### config.mk
export PLATFORM = sky130hd
export DESIGN_NAME = button_debounce_long_press
export DESIGN_NICKNAME = d
export VERILOG_FILES = /design/src/rtl/bdlp_pkg.sv /design/src/rtl/button_debounce_long_press.sv /design/src/rtl/bdlp_core.sv
export VERILOG_INCLUDE_DIRS = /design/src /design/src/rtl
export SDC_FILE = /design/constraint.sdc
export NUM_CORES = 1
export LEC_CHECK = 0
export BUFFER_PORTS_ARGS = -buffer_cell sky130_fd_sc_hd__buf_2
export CORE_MARGIN = 4
export CORE_UTILIZATION = 50
export CTS_CLUSTER_SIZE = 8
export DETAILED_ROUTE_END_ITERATION = 8
export GPL_TIMING_DRIVEN = 0
export PLACE_DENSITY_LB_ADDON = 0.05
export SLEW_MARGIN = 20
export SYNTH_ARGS = -nofsm -noshare
export SYNTH_HDL_FRONTEND = slang
export SYNTH_SLANG_ARGS = --single-unit
### constraint.sdc
create_clock -name clk_i -period 10.9 [get_ports clk_i]
set_input_delay 1.09 -clock clk_i [delete_from_list [all_inputs] [get_ports clk_i]]
set_output_delay 1.09 -clock clk_i [all_outputs]
set_load 0.1 [all_outputs]
### src/rtl/button_debounce_long_press_defines.svh
// ----------------------------------------------------------------------------
// button debounce long press: assertion macros
// concurrent assertion wrappers, compiled out when ASSERT_OFF is defined
// ----------------------------------------------------------------------------
`ifndef BUTTON_DEBOUNCE_LONG_PRESS_DEFINES_SVH
`define BUTTON_DEBOUNCE_LONG_PRESS_DEFINES_SVH

`ifndef ASSERT_OFF
`define BDLP_ASSERT(name, prop, clk, rst_n) \
  name: assert property (@(posedge clk) disable iff (!rst_n) prop) \
    else $error("assertion failed");
`define BDLP_ASSERT_ALWAYS(name, prop, clk) \
  name: assert property (@(posedge clk) prop) \
    else $error("assertion failed");
`else
`define BDLP_ASSERT(name, prop, clk, rst_n)
`define BDLP_ASSERT_ALWAYS(name, prop, clk)
`endif

`endif

### src/rtl/bdlp_pkg.sv
// ----------------------------------------------------------------------------
// bdlp_pkg
// types and constants shared by the button debounce long press block
// ----------------------------------------------------------------------------
package bdlp_pkg;

  localparam int unsigned TimeW = 32;
  localparam int unsigned CfgW  = 16;
  localparam int unsigned DataW = 32;
  localparam int unsigned AddrW = 3;

  // event codes
  localparam logic [1:0] EvNone  = 2'd0;
  localparam logic [1:0] EvShort = 2'd1;
  localparam logic [1:0] EvLong  = 2'd2;

  // register indexes
  localparam logic RegDebounce  = 1'b0;
  localparam logic RegLongPress = 1'b1;

  localparam logic [CfgW-1:0] DebounceRst  = 16'd50;
  localparam logic [CfgW-1:0] LongPressRst = 16'd1000;

  typedef struct packed {
    logic             pin_level;
    logic [TimeW-1:0] now_ms;
  } in_t;

  typedef struct packed {
    logic [1:0] press_event;
    logic       stable_level;
    logic       held;
  } out_t;

  typedef struct packed {
    logic [CfgW-1:0] debounce_ms;
    logic [CfgW-1:0] long_press_ms;
  } cfg_t;

endpackage

### src/rtl/button_debounce_long_press.sv
// ----------------------------------------------------------------------------
// button_debounce_long_press
// debounces an active-low button and reports short and long presses
// ----------------------------------------------------------------------------
// usage:
//   input channel (in_valid_i / in_ready_o / in_data_i) carries one button
//   sample with its millisecond timestamp per transaction
//   output channel (out_valid_o / out_ready_i / out_data_o) returns one
//   result per sample: press event, debounced level and held flag
//   apb port sets debounce_ms (0x0) and long_press_ms (0x4), 16 bits each
// path: each result is registered behind its input transaction
//   (input register, then result register)
// throughput: one sample per cycle while results are taken; the state update
//   is a single pass of two 32-bit subtractions and compares between the two registers
// reset: debounced level released, times zero, no press held,
//   debounce_ms 50, long_press_ms 1000, both channels empty
// stall: a held result keeps its register; one more sample waits in the
//   input register and in_ready_o drops until the result is taken
// ----------------------------------------------------------------------------
module button_debounce_long_press (
  input  logic                        clk_i,
  input  logic                        rst_ni,
  input  logic                        in_valid_i,
  output logic                        in_ready_o,
  input  bdlp_pkg::in_t               in_data_i,
  output logic                        out_valid_o,
  input  logic                        out_ready_i,
  output bdlp_pkg::out_t              out_data_o,
  input  logic                        psel,
  input  logic                        penable,
  input  logic                        pwrite,
  input  logic [bdlp_pkg::AddrW-1:0]  paddr,
  input  logic [bdlp_pkg::DataW-1:0]  pwdata,
  output logic [bdlp_pkg::DataW-1:0]  prdata,
  output logic                        pready
);
  import bdlp_pkg::*;

  in_t  in_q;
  logic in_valid_q, in_valid_d;
  out_t out_q;
  out_t res;
  logic out_valid_q, out_valid_d;
  logic adv;
  logic in_acc;
  cfg_t cfg_q;
  logic reg_idx;
  logic cfg_wr;

  assign adv        = in_valid_q && (!out_valid_q || out_ready_i);
  assign in_ready_o = !in_valid_q || adv;
  assign in_acc     = in_valid_i && in_ready_o;

  assign in_valid_d  = in_acc ? 1'b1 : (adv ? 1'b0 : in_valid_q);
  assign out_valid_d = adv ? 1'b1 : (out_ready_i ? 1'b0 : out_valid_q);

  assign out_valid_o = out_valid_q;
  assign out_data_o  = out_q;

  // apb register file
  assign pready  = 1'b1;
  assign reg_idx = paddr[2];
  assign cfg_wr  = psel && penable && pwrite && pready;

  always_comb begin
    case (reg_idx)
      RegDebounce:  prdata = {{(DataW-CfgW){1'b0}}, cfg_q.debounce_ms};
      RegLongPress: prdata = {{(DataW-CfgW){1'b0}}, cfg_q.long_press_ms};
      default:      prdata = '0;
    endcase
  end

  always_ff @(posedge clk_i or negedge rst_ni) begin
    if (!rst_ni) begin
      cfg_q.debounce_ms   <= DebounceRst;
      cfg_q.long_press_ms <= LongPressRst;
    end else if (cfg_wr) begin
      case (reg_idx)
        RegDebounce:  cfg_q.debounce_ms   <= pwdata[CfgW-1:0];
        RegLongPress: cfg_q.long_press_ms <= pwdata[CfgW-1:0];
        default: ;
      endcase
    end
  end

  always_ff @(posedge clk_i or negedge rst_ni) begin
    if (!rst_ni) begin
      in_valid_q  <= 1'b0;
      out_valid_q <= 1'b0;
    end else begin
      in_valid_q  <= in_valid_d;
      out_valid_q <= out_valid_d;
    end
  end

  always_ff @(posedge clk_i) begin
    if (in_acc) begin
      in_q <= in_data_i;
    end
    if (adv) begin
      out_q <= res;
    end
  end

  bdlp_core u_core (
    .clk_i  (clk_i),
    .rst_ni (rst_ni),
    .adv_i  (adv),
    .smp_i  (in_q),
    .cfg_i  (cfg_q),
    .res_o  (res)
  );

endmodule

### src/rtl/bdlp_core.sv
// ----------------------------------------------------------------------------
// bdlp_core
// debounce state and short / long press classification for one sample
// ----------------------------------------------------------------------------
`include "button_debounce_long_press_defines.svh"

module bdlp_core (
  input  logic          clk_i,
  input  logic          rst_ni,
  input  logic          adv_i,
  input  bdlp_pkg::in_t  smp_i,
  input  bdlp_pkg::cfg_t cfg_i,
  output bdlp_pkg::out_t res_o
);
  import bdlp_pkg::*;

  logic             level_q, level_d;
  logic [TimeW-1:0] last_q, last_d;
  logic [TimeW-1:0] start_q, start_d;
  logic             pressed_q, pressed_d;
  logic             lf_q, lf_d;

  logic [TimeW-1:0] diff_chg;
  logic [TimeW-1:0] diff_start;
  logic [TimeW-1:0] hold_diff;
  logic             chg, press, rel;
  logic [1:0]       ev;

  always_comb begin
    diff_chg   = smp_i.now_ms - last_q;
    diff_start = smp_i.now_ms - start_q;
    chg   = (smp_i.pin_level != level_q) &&
            (diff_chg > {{(TimeW-CfgW){1'b0}}, cfg_i.debounce_ms});
    press = chg && !smp_i.pin_level;
    rel   = chg && smp_i.pin_level;

    level_d   = chg ? smp_i.pin_level : level_q;
    last_d    = chg ? smp_i.now_ms : last_q;
    start_d   = press ? smp_i.now_ms : start_q;
    pressed_d = press ? 1'b1 : (rel ? 1'b0 : pressed_q);
    lf_d      = press ? 1'b0 : lf_q;
    ev        = EvNone;

    if (rel && !lf_q) begin
      if (diff_start < {{(TimeW-CfgW){1'b0}}, cfg_i.long_press_ms}) begin
        ev = EvShort;
      end else begin
        ev = EvLong;
      end
    end

    // a press accepted on this sample starts its hold at zero
    hold_diff = press ? '0 : diff_start;
    if (pressed_d && !lf_d &&
        (hold_diff >= {{(TimeW-CfgW){1'b0}}, cfg_i.long_press_ms})) begin
      lf_d = 1'b1;
      ev   = EvLong;
    end

    res_o.press_event  = ev;
    res_o.stable_level = level_d;
    res_o.held         = pressed_d;
  end

  always_ff @(posedge clk_i or negedge rst_ni) begin
    if (!rst_ni) begin
      level_q   <= 1'b1;
      last_q    <= '0;
      start_q   <= '0;
      pressed_q <= 1'b0;
      lf_q      <= 1'b0;
    end else if (adv_i) begin
      level_q   <= level_d;
      last_q    <= last_d;
      start_q   <= start_d;
      pressed_q <= pressed_d;
      lf_q      <= lf_d;
    end
  end

  `BDLP_ASSERT(a_held_matches_level, pressed_q == !level_q, clk_i, rst_ni)
  `BDLP_ASSERT(a_state_holds_when_idle,
    !adv_i |=> $stable({level_q, last_q, start_q, pressed_q, lf_q}), clk_i, rst_ni)
  `BDLP_ASSERT(a_short_only_on_release,
    adv_i && (res_o.press_event == EvShort) |=> !pressed_q && $fell(pressed_q),
    clk_i, rst_ni)
  `BDLP_ASSERT(a_no_bad_code,
    adv_i |-> (res_o.press_event == EvNone || res_o.press_event == EvShort ||
               res_o.press_event == EvLong), clk_i, rst_ni)

endmodule

==> impl_metrics.csv, run 1 <==
group,metric,value,unit
status,outcome,"complete, no violations",
worst_setup_path,crit_arrival,8.64,ns
clocking,clockBufferDepth,2,
placement,io_buffers,77,
clocking,cts_hold_buffers,0,
yosys,synth-seq-cells,138,
sta,worstMarginPinSlew,0.857,ns
route,routed_wl,26400,um
pwr,switching_power,1.49,mW
worst_hold_path,min_path_type,"reg2reg",
pwr,leakage,5.52,nW
pwr,p_seq_share,23.2,%
final_layout,finalInstanceArea,12000,um^2
route,drt_pass1_iterations,6,
sta,fin_tns_setup,0,ns
die,die-area,23600,um^2
worst_setup_path,critPathSlowestCell,"nor4_1",
die,die_w,154,um
final_layout,diodes,0,
worst_setup_path,end_kind,"register",
sta,setup_viol,0,
route,routed_via_density,5.68,
yosys,yosysSeqAreaShare,34.5,%
sta,finClkSkew,0.0157,ns
die,start_util,51.5,%
pwr,powerDensity,269,nW/um^2
worst_setup_path,crit_path_max_fanout,10,
yosys,synth_top_cell_by_area,"dfrtp_1",
clocking,cts_made_buffers,17,
global_route,grt_overflow,0,
yosys,synth.area.top_cells,"dfrtp_1 (21%), ha_1 (13%), edfxtp_1 (10%)",
sta,fin_crit_sh,77.7,%
global_route,grt_pass1_vias,8437,
final_layout,area_growth,13.2,%
final_layout,multi_input_area,6300,um^2
worst_setup_path,worstSetupPathType,"reg2reg",
route,wire_per_inst,17.3,um
yosys,yosysMostFrequentCell,"inv_1",
sta,fmax,0.118,GHz
worst_setup_path,crit_path_frequent_cell,"a21o_1",
flow_run,maxCapViolCount,0,
final_layout,layout.nets,1431,
global_route,antenna_found_initial,0,
sta,slew_violations,0,
pwr,p_comb_share,59.6,%
placement,gp_congestion,0.900,
clocking,clk_latency,0.44,ns
route,detail-route-antenna-nets,0,
global_route,grt_usage,22.8,%
die,pin_count,114,
worst_setup_path,crit_path_start_kind,"register",
die,die_y,154,um
final_layout,layout-drive-gt1-share,18.6,%
pwr,p_clk_share,17.1,%
pwr,power.share.switching,46.1,%
global_route,grt_pass1_wl,43800,um
yosys,synthCells,1132,
final_layout,nFillCells,1868,
final_layout,post-route-util,58.4,%
clocking,h-tree-depth,4,
die,rows,52,
clocking,cts_resized,0,
final_layout,regArea,3650,um^2
worst_setup_path,cp_data_required_time,11.08,ns
pwr,max-vdd-ir-drop,118,uV
sta,rsz0062_at_grt,"no",
sta,finalCriticalPeriod,8.46,ns
route,vias,8677,
yosys,postSynthAreaPerCell,9.36,um^2
route,drc,0,
sta,hold_viol,0,
placement,dp_hpwl,21200,um
clocking,numClockSinks,138,
pwr,internal-power,1.74,mW
clocking,cts_tree,"built",
clocking,cts_root_buffer,"clkbuf_16",
die,coreArea,20600,um^2
yosys,synth_ff_type,"dfrtp_1",
yosys,synth_edf_count,37,
sta,slew_headroom,42.3,%
yosys,synth_top_area_share,21.5,%
sta,hold_slack,0.500,ns
yosys,synth_common_cells,"inv_1 (112), ha_1 (109), dfrtp_1 (91)",
global_route,grt_start_max_net_pins,54,
clocking,path_clk_slew,0.07,ns
yosys,netlist_area,10600,um^2
placement,dpl_cell_area,11400,um^2
route,drt_first_iter_violations,554,
worst_setup_path,max_stage_delay,0.73,ns
yosys,ys_types,82,
clocking,post-cts-setup-buffers,0,
yosys,async_reset_ff_share,73.2,%
yosys,yosysWarnings,0,
[placed cells by master, fill, tap and decap left out, types with 10 or more instances in the layout]
| cell | n |
|---|---|
| a21o_1 | 27 |
| a21oi_1 | 79 |
| and3_1 | 11 |
| buf_2 | 79 |
| buf_4 | 17 |
| clkbuf_1 | 23 |
| clkbuf_16 | 17 |
| conb_1 | 17 |
| dfrtp_1 | 91 |
| dfstp_2 | 10 |
| edfxtp_1 | 37 |
| ha_1 | 109 |
| inv_1 | 112 |
| mux2_2 | 40 |
| mux2_4 | 28 |
| nand2_1 | 76 |
| nand2b_1 | 18 |
| nand3_1 | 50 |
| nand4_1 | 21 |
| nor2_1 | 33 |
| nor2b_1 | 23 |
| nor3_1 | 19 |
| o211ai_1 | 11 |
| o21a_1 | 10 |
| o21ai_0 | 69 |
| o21ai_1 | 29 |
| xnor2_1 | 28 |
| xor2_1 | 15 |
[critical path, delay by kind of cell (launching register included)]
kind,cells,cell delay [ns]
AND/OR/NAND/NOR,13,2.87
XOR/XNOR,1,0.18
AO/OA/AOI/OAI,14,3.25
flip-flops,1,0.37
adder cells (fa/ha/maj),4,1.17
buffers and inverters,2,0.36
[path summary, 6_finish.rpt]
kind / start / endpoint / slack (ns) / cells past startpoint
worst max-delay path: in_q[0]$_DFFE_PP_ / out_data_o[3]$_SDFFCE_PP1P_ / 2.44 / 34
worst max register to register: in_q[0]$_DFFE_PP_ / out_data_o[3]$_SDFFCE_PP1P_ / 2.44 / 34
worst min register to register: in_valid_q$_DFFE_PN0P_ / out_valid_o$_DFFE_PN0P_ / 0.50 / 1
worst min-delay path: in_valid_q$_DFFE_PN0P_ / out_valid_o$_DFFE_PN0P_ / 0.50 / 1
min in group asynchronous: rst_ni / cfg_q[1]$_DFFE_PN0P_ / 0.59 / 1
max in group asynchronous: rst_ni / cfg_q[17]$_DFFE_PN1P_ / 9.67 / 2
[registers in the layout, summed over array words and instances (netlist names)]
name              cells
u_core.pressed_q      1
u_core.start_q       32
in_q                 33
in_valid_q            1
u_core.lf_q           1
u_core.last_q        32
out_data_o            4
cfg_q                32
out_valid_o           1
u_core.level_q        1
[power groups by stage]
stage	sequential [mW]	combinational (mW)	clock [mW]
2_1_floorplan	0.753	1.48	0
3_3_place_gp	0.751	1.88	0
3_5_place_dp	0.755	1.90	0
4_1_cts	0.748	1.91	0.565
5_1_grt	0.764	2.16	0.590
6_report	0.749	1.92	0.553
[per-layer routing]
layer  up-vias  share of wire, %  GRT usage, %
li1       4325                 -             -
met1      4081                51          35.0
met2       245                42          34.0
met3        26               5.3          3.09
met4         0               1.2          5.34
met5         -                 0             0
[through the flow]
stage | worst slack [ns] | cells | total power, mW
6_report | 2.44 | 1528 | 3.23
5_1_grt | 1.74 | 1528 | 3.51
4_1_cts | 2.50 | 1528 | 3.23
3_5_place_dp | 2.55 | 1496 | 2.66
3_3_place_gp | 2.50 | 1494 | 2.63
2_1_floorplan | 4.19 | 1147 | 2.23
[final cells by class]
class	instances	share of cell area [%]
Tap cell	270	2.82
Clock inverter	15	1.07
Inverter	113	3.54
Timing Repair Buffer	79	3.72
Clock buffer	17	3.55
Buffer	50	2.33
Multi-Input combinational cell	846	52.5
Sequential cell	138	30.4
[cell families (layout without fill, tap and decap cells)]
| kind of cell | after synthesis | in the layout | share of synthesized area [%] |
|---|---|---|---|
| other | 2 | 17 | 0.0709 |
| AND/OR/NAND/NOR | 290 | 290 | 14.3 |
| adder cells (fa/ha/maj) | 111 | 111 | 13.2 |
| multiplexers | 74 | 74 | 8.78 |
| AO/OA/AOI/OAI | 311 | 311 | 18.9 |
| XOR/XNOR | 43 | 43 | 3.55 |
| flip-flops | 138 | 138 | 34.5 |
| buffers and inverters | 163 | 274 | 6.64 |
No activity file was read; power rests on OpenSTA's default activity.
==> run 2, diff against run 1 <==
==> constraint.sdc (replaced) <==
create_clock -name clk_i -period 8 [get_ports clk_i]
set_input_delay 0.8 -clock clk_i [delete_from_list [all_inputs] [get_ports clk_i]]
set_output_delay 0.8 -clock clk_i [all_outputs]
set_load 0.1 [all_outputs]
==> run 2 against run 1 <==
Effect of this change:
- register-to-register slack got worse by 2.0 ns
- design area rose by 0.51%
- combinational power rose by 39%
- clock power rose by 37%
- hold slack got worse by 0.21 ns
- worst setup slack got worse by 2.0 ns
- power rose by 38%
- non-clock buffer count rose by 2
- core utilization rose by 0.30 points
- critical path depth did not move
- wire length rose by 0.52%
- critical path type unchanged
- critical endpoint unchanged
- largest power group unchanged
==> impl_metrics.csv, run 2 (synthesis results as in run 1) <==
group,metric,value,unit
flow_run,maxCapViolCount,0,
sta,setup_viol,0,
clocking,path_clk_slew,0.07,ns
status,outcome,"complete, no violations",
worst_setup_path,crit_path_max_fanout,10,
worst_setup_path,crit_path_frequent_cell,"a21o_1",
clocking,clockBufferDepth,2,
placement,io_buffers,77,
route,routed_via_density,5.68,
final_layout,largest_reg_flops,33,
placement,gp_congestion,0.900,
final_layout,layout.nets,1433,
sta,finalCriticalPeriod,7.54,ns
worst_setup_path,worstSetupPathType,"reg2reg",
sta,slew_headroom,48.7,%
die,die_y,154,um
worst_setup_path,cp.buffers_inverters,3,
clocking,cts_tree,"built",
route,drc,0,
die,start_util,51.5,%
worst_setup_path,max_stage_delay,0.45,ns
clocking,cts_hold_buffers,0,
final_layout,nFillCells,1856,
sta,hold_viol,0,
worst_setup_path,end_kind,"register",
global_route,grt_pass1_wl,43800,um
route,drt_pass1_iterations,5,
final_layout,regMostFlops,"in_q",
die,die_w,154,um
sta,hold_slack,0.292,ns
sta,fin_crit_sh,94.3,%
sta,slew_violations,0,
worst_setup_path,rr_worst_depth,34,
route,detail-route-antenna-nets,0,
die,rows,52,
global_route,use_met1,35.1,%
placement,dp_hpwl,21200,um
die,coreArea,20600,um^2
final_layout,finalInstanceArea,12100,um^2
worst_setup_path,path_depth,34,
route,drt_first_iter_violations,612,
worst_setup_path,critPathSlowestCell,"nor4_4",
clocking,h-tree-depth,4,
clocking,clk_latency,0.44,ns
pwr,powerDensity,368,nW/um^2
sta,fin_tns_setup,0,ns
pwr,max-vdd-ir-drop,161,uV
sta,worstMarginPinSlew,0.751,ns
worst_setup_path,crit_arrival,7.72,ns
final_layout,layout-drive-gt1-share,19.2,%
global_route,busiest_layer,"met1",
die,die-area,23600,um^2
clocking,numClockSinks,138,
pwr,leakage,5.55,nW
route,routed_wl,26500,um
global_route,met3_usage,3.09,%
die,pin_count,114,
global_route,antenna_found_initial,0,
route,wire_per_inst,17.3,um
final_layout,final_common_cell,"inv_1",
clocking,cts_made_buffers,17,
global_route,grt_overflow,0,
worst_setup_path,crit_path_start_kind,"register",
global_route,grt_pass1_vias,8431,
global_route,grt_start_max_net_pins,54,
worst_setup_path,cp_data_required_time,8.18,ns
clocking,cts_root_buffer,"clkbuf_16",
sta,fmax,0.133,GHz
final_layout,diodes,0,
placement,dpl_cell_area,11400,um^2
global_route,globalRouteMet2Util,34.0,%
worst_hold_path,min_path_type,"in2async",
sta,finClkSkew,0.0156,ns
final_layout,area_growth,13.8,%
route,vias,8683,
final_layout,final_cell_mix,"inv_1 (112), ha_1 (109), dfrtp_1 (91)",
global_route,grt_usage,22.8,%
worst_setup_path,cpLargestDelayFamily,"compound AO/OA/AOI/OAI gates",
worst_setup_path,r2r_setup_slack,0.46,ns
==> run 2: cell types whose count changed in the layout (fill, tap and decap cells not counted), sizes merged <==
| cell | before | now |
|---|---|---|
| buf | 105 | 107 |
==> run 2: layout make-up <==
cell class / instances / area [um^2] / share of cell area, %
flip-flops and latches: 138 / 3650 / 30.3
clock inverters: 15 / 129 / 1.07
inverters: 113 / 424 / 3.52
plain buffers: 50 / 280 / 2.32
multi-input cells: 846 / 6350 / 52.7
clock buffers: 17 / 425 / 3.53
well taps: 270 / 338 / 2.80
repair buffers: 81 / 462 / 3.83
==> run 2: power by group <==
group,switching [mW],internal [mW],leakage [nW]
clock,0.349,0.407,0.265
combinational,1.60,1.06,3.73
sequential,0.104,0.917,1.55
total,2.05,2.39,5.55
==> run 2: worst paths after layout <==
| path | startpoint | endpoint |
|---|---|---|
| setup / recovery | in_q[0]$_DFFE_PP_ | out_data_o[3]$_SDFFCE_PP1P_ |
| max in group asynchronous | rst_ni | cfg_q[17]$_DFFE_PN1P_ |
| hold reg to reg | in_valid_q$_DFFE_PN0P_ | out_valid_o$_DFFE_PN0P_ |
| min in group clk_i | in_valid_q$_DFFE_PN0P_ | out_valid_o$_DFFE_PN0P_ |
| hold / removal | rst_ni | cfg_q[1]$_DFFE_PN0P_ |
| setup reg to reg | in_q[0]$_DFFE_PP_ | out_data_o[3]$_SDFFCE_PP1P_ |
==> run 2: per-stage QoR <==
stage / total power [mW] / std cells / setup WS [ns] / util [%]
3_3_place_gp: 3.58 / 1494 / -0.401 / 55.3
4_1_cts: 4.41 / 1528 / 0.0398 / 58.4
2_1_floorplan: 3.04 / 1147 / 1.29 / -
3_5_place_dp: 3.62 / 1496 / -0.353 / 55.7
6_report: 4.44 / 1530 / 0.458 / 58.7
5_1_grt: 4.83 / 1530 / -0.0224 / 58.7
==> run 2: metal layers <==
metal / vias to the layer above / routed length, um / part of all wire, %
li1: 4326 / - / -
met1: 4111 / 13600 / 51
met4: 0 / 330 / 1.2
met2: 220 / 11300 / 42
met3: 26 / 1290 / 4.9
met5: - / 0 / 0
==> run 2: what timing repair did <==
item,in CTS,in global routing
gates cloned,0,0
pin swaps,0,2
gates resized for setup,3,7
endpoints found under the setup margin,2,2
buffers inserted,0,2
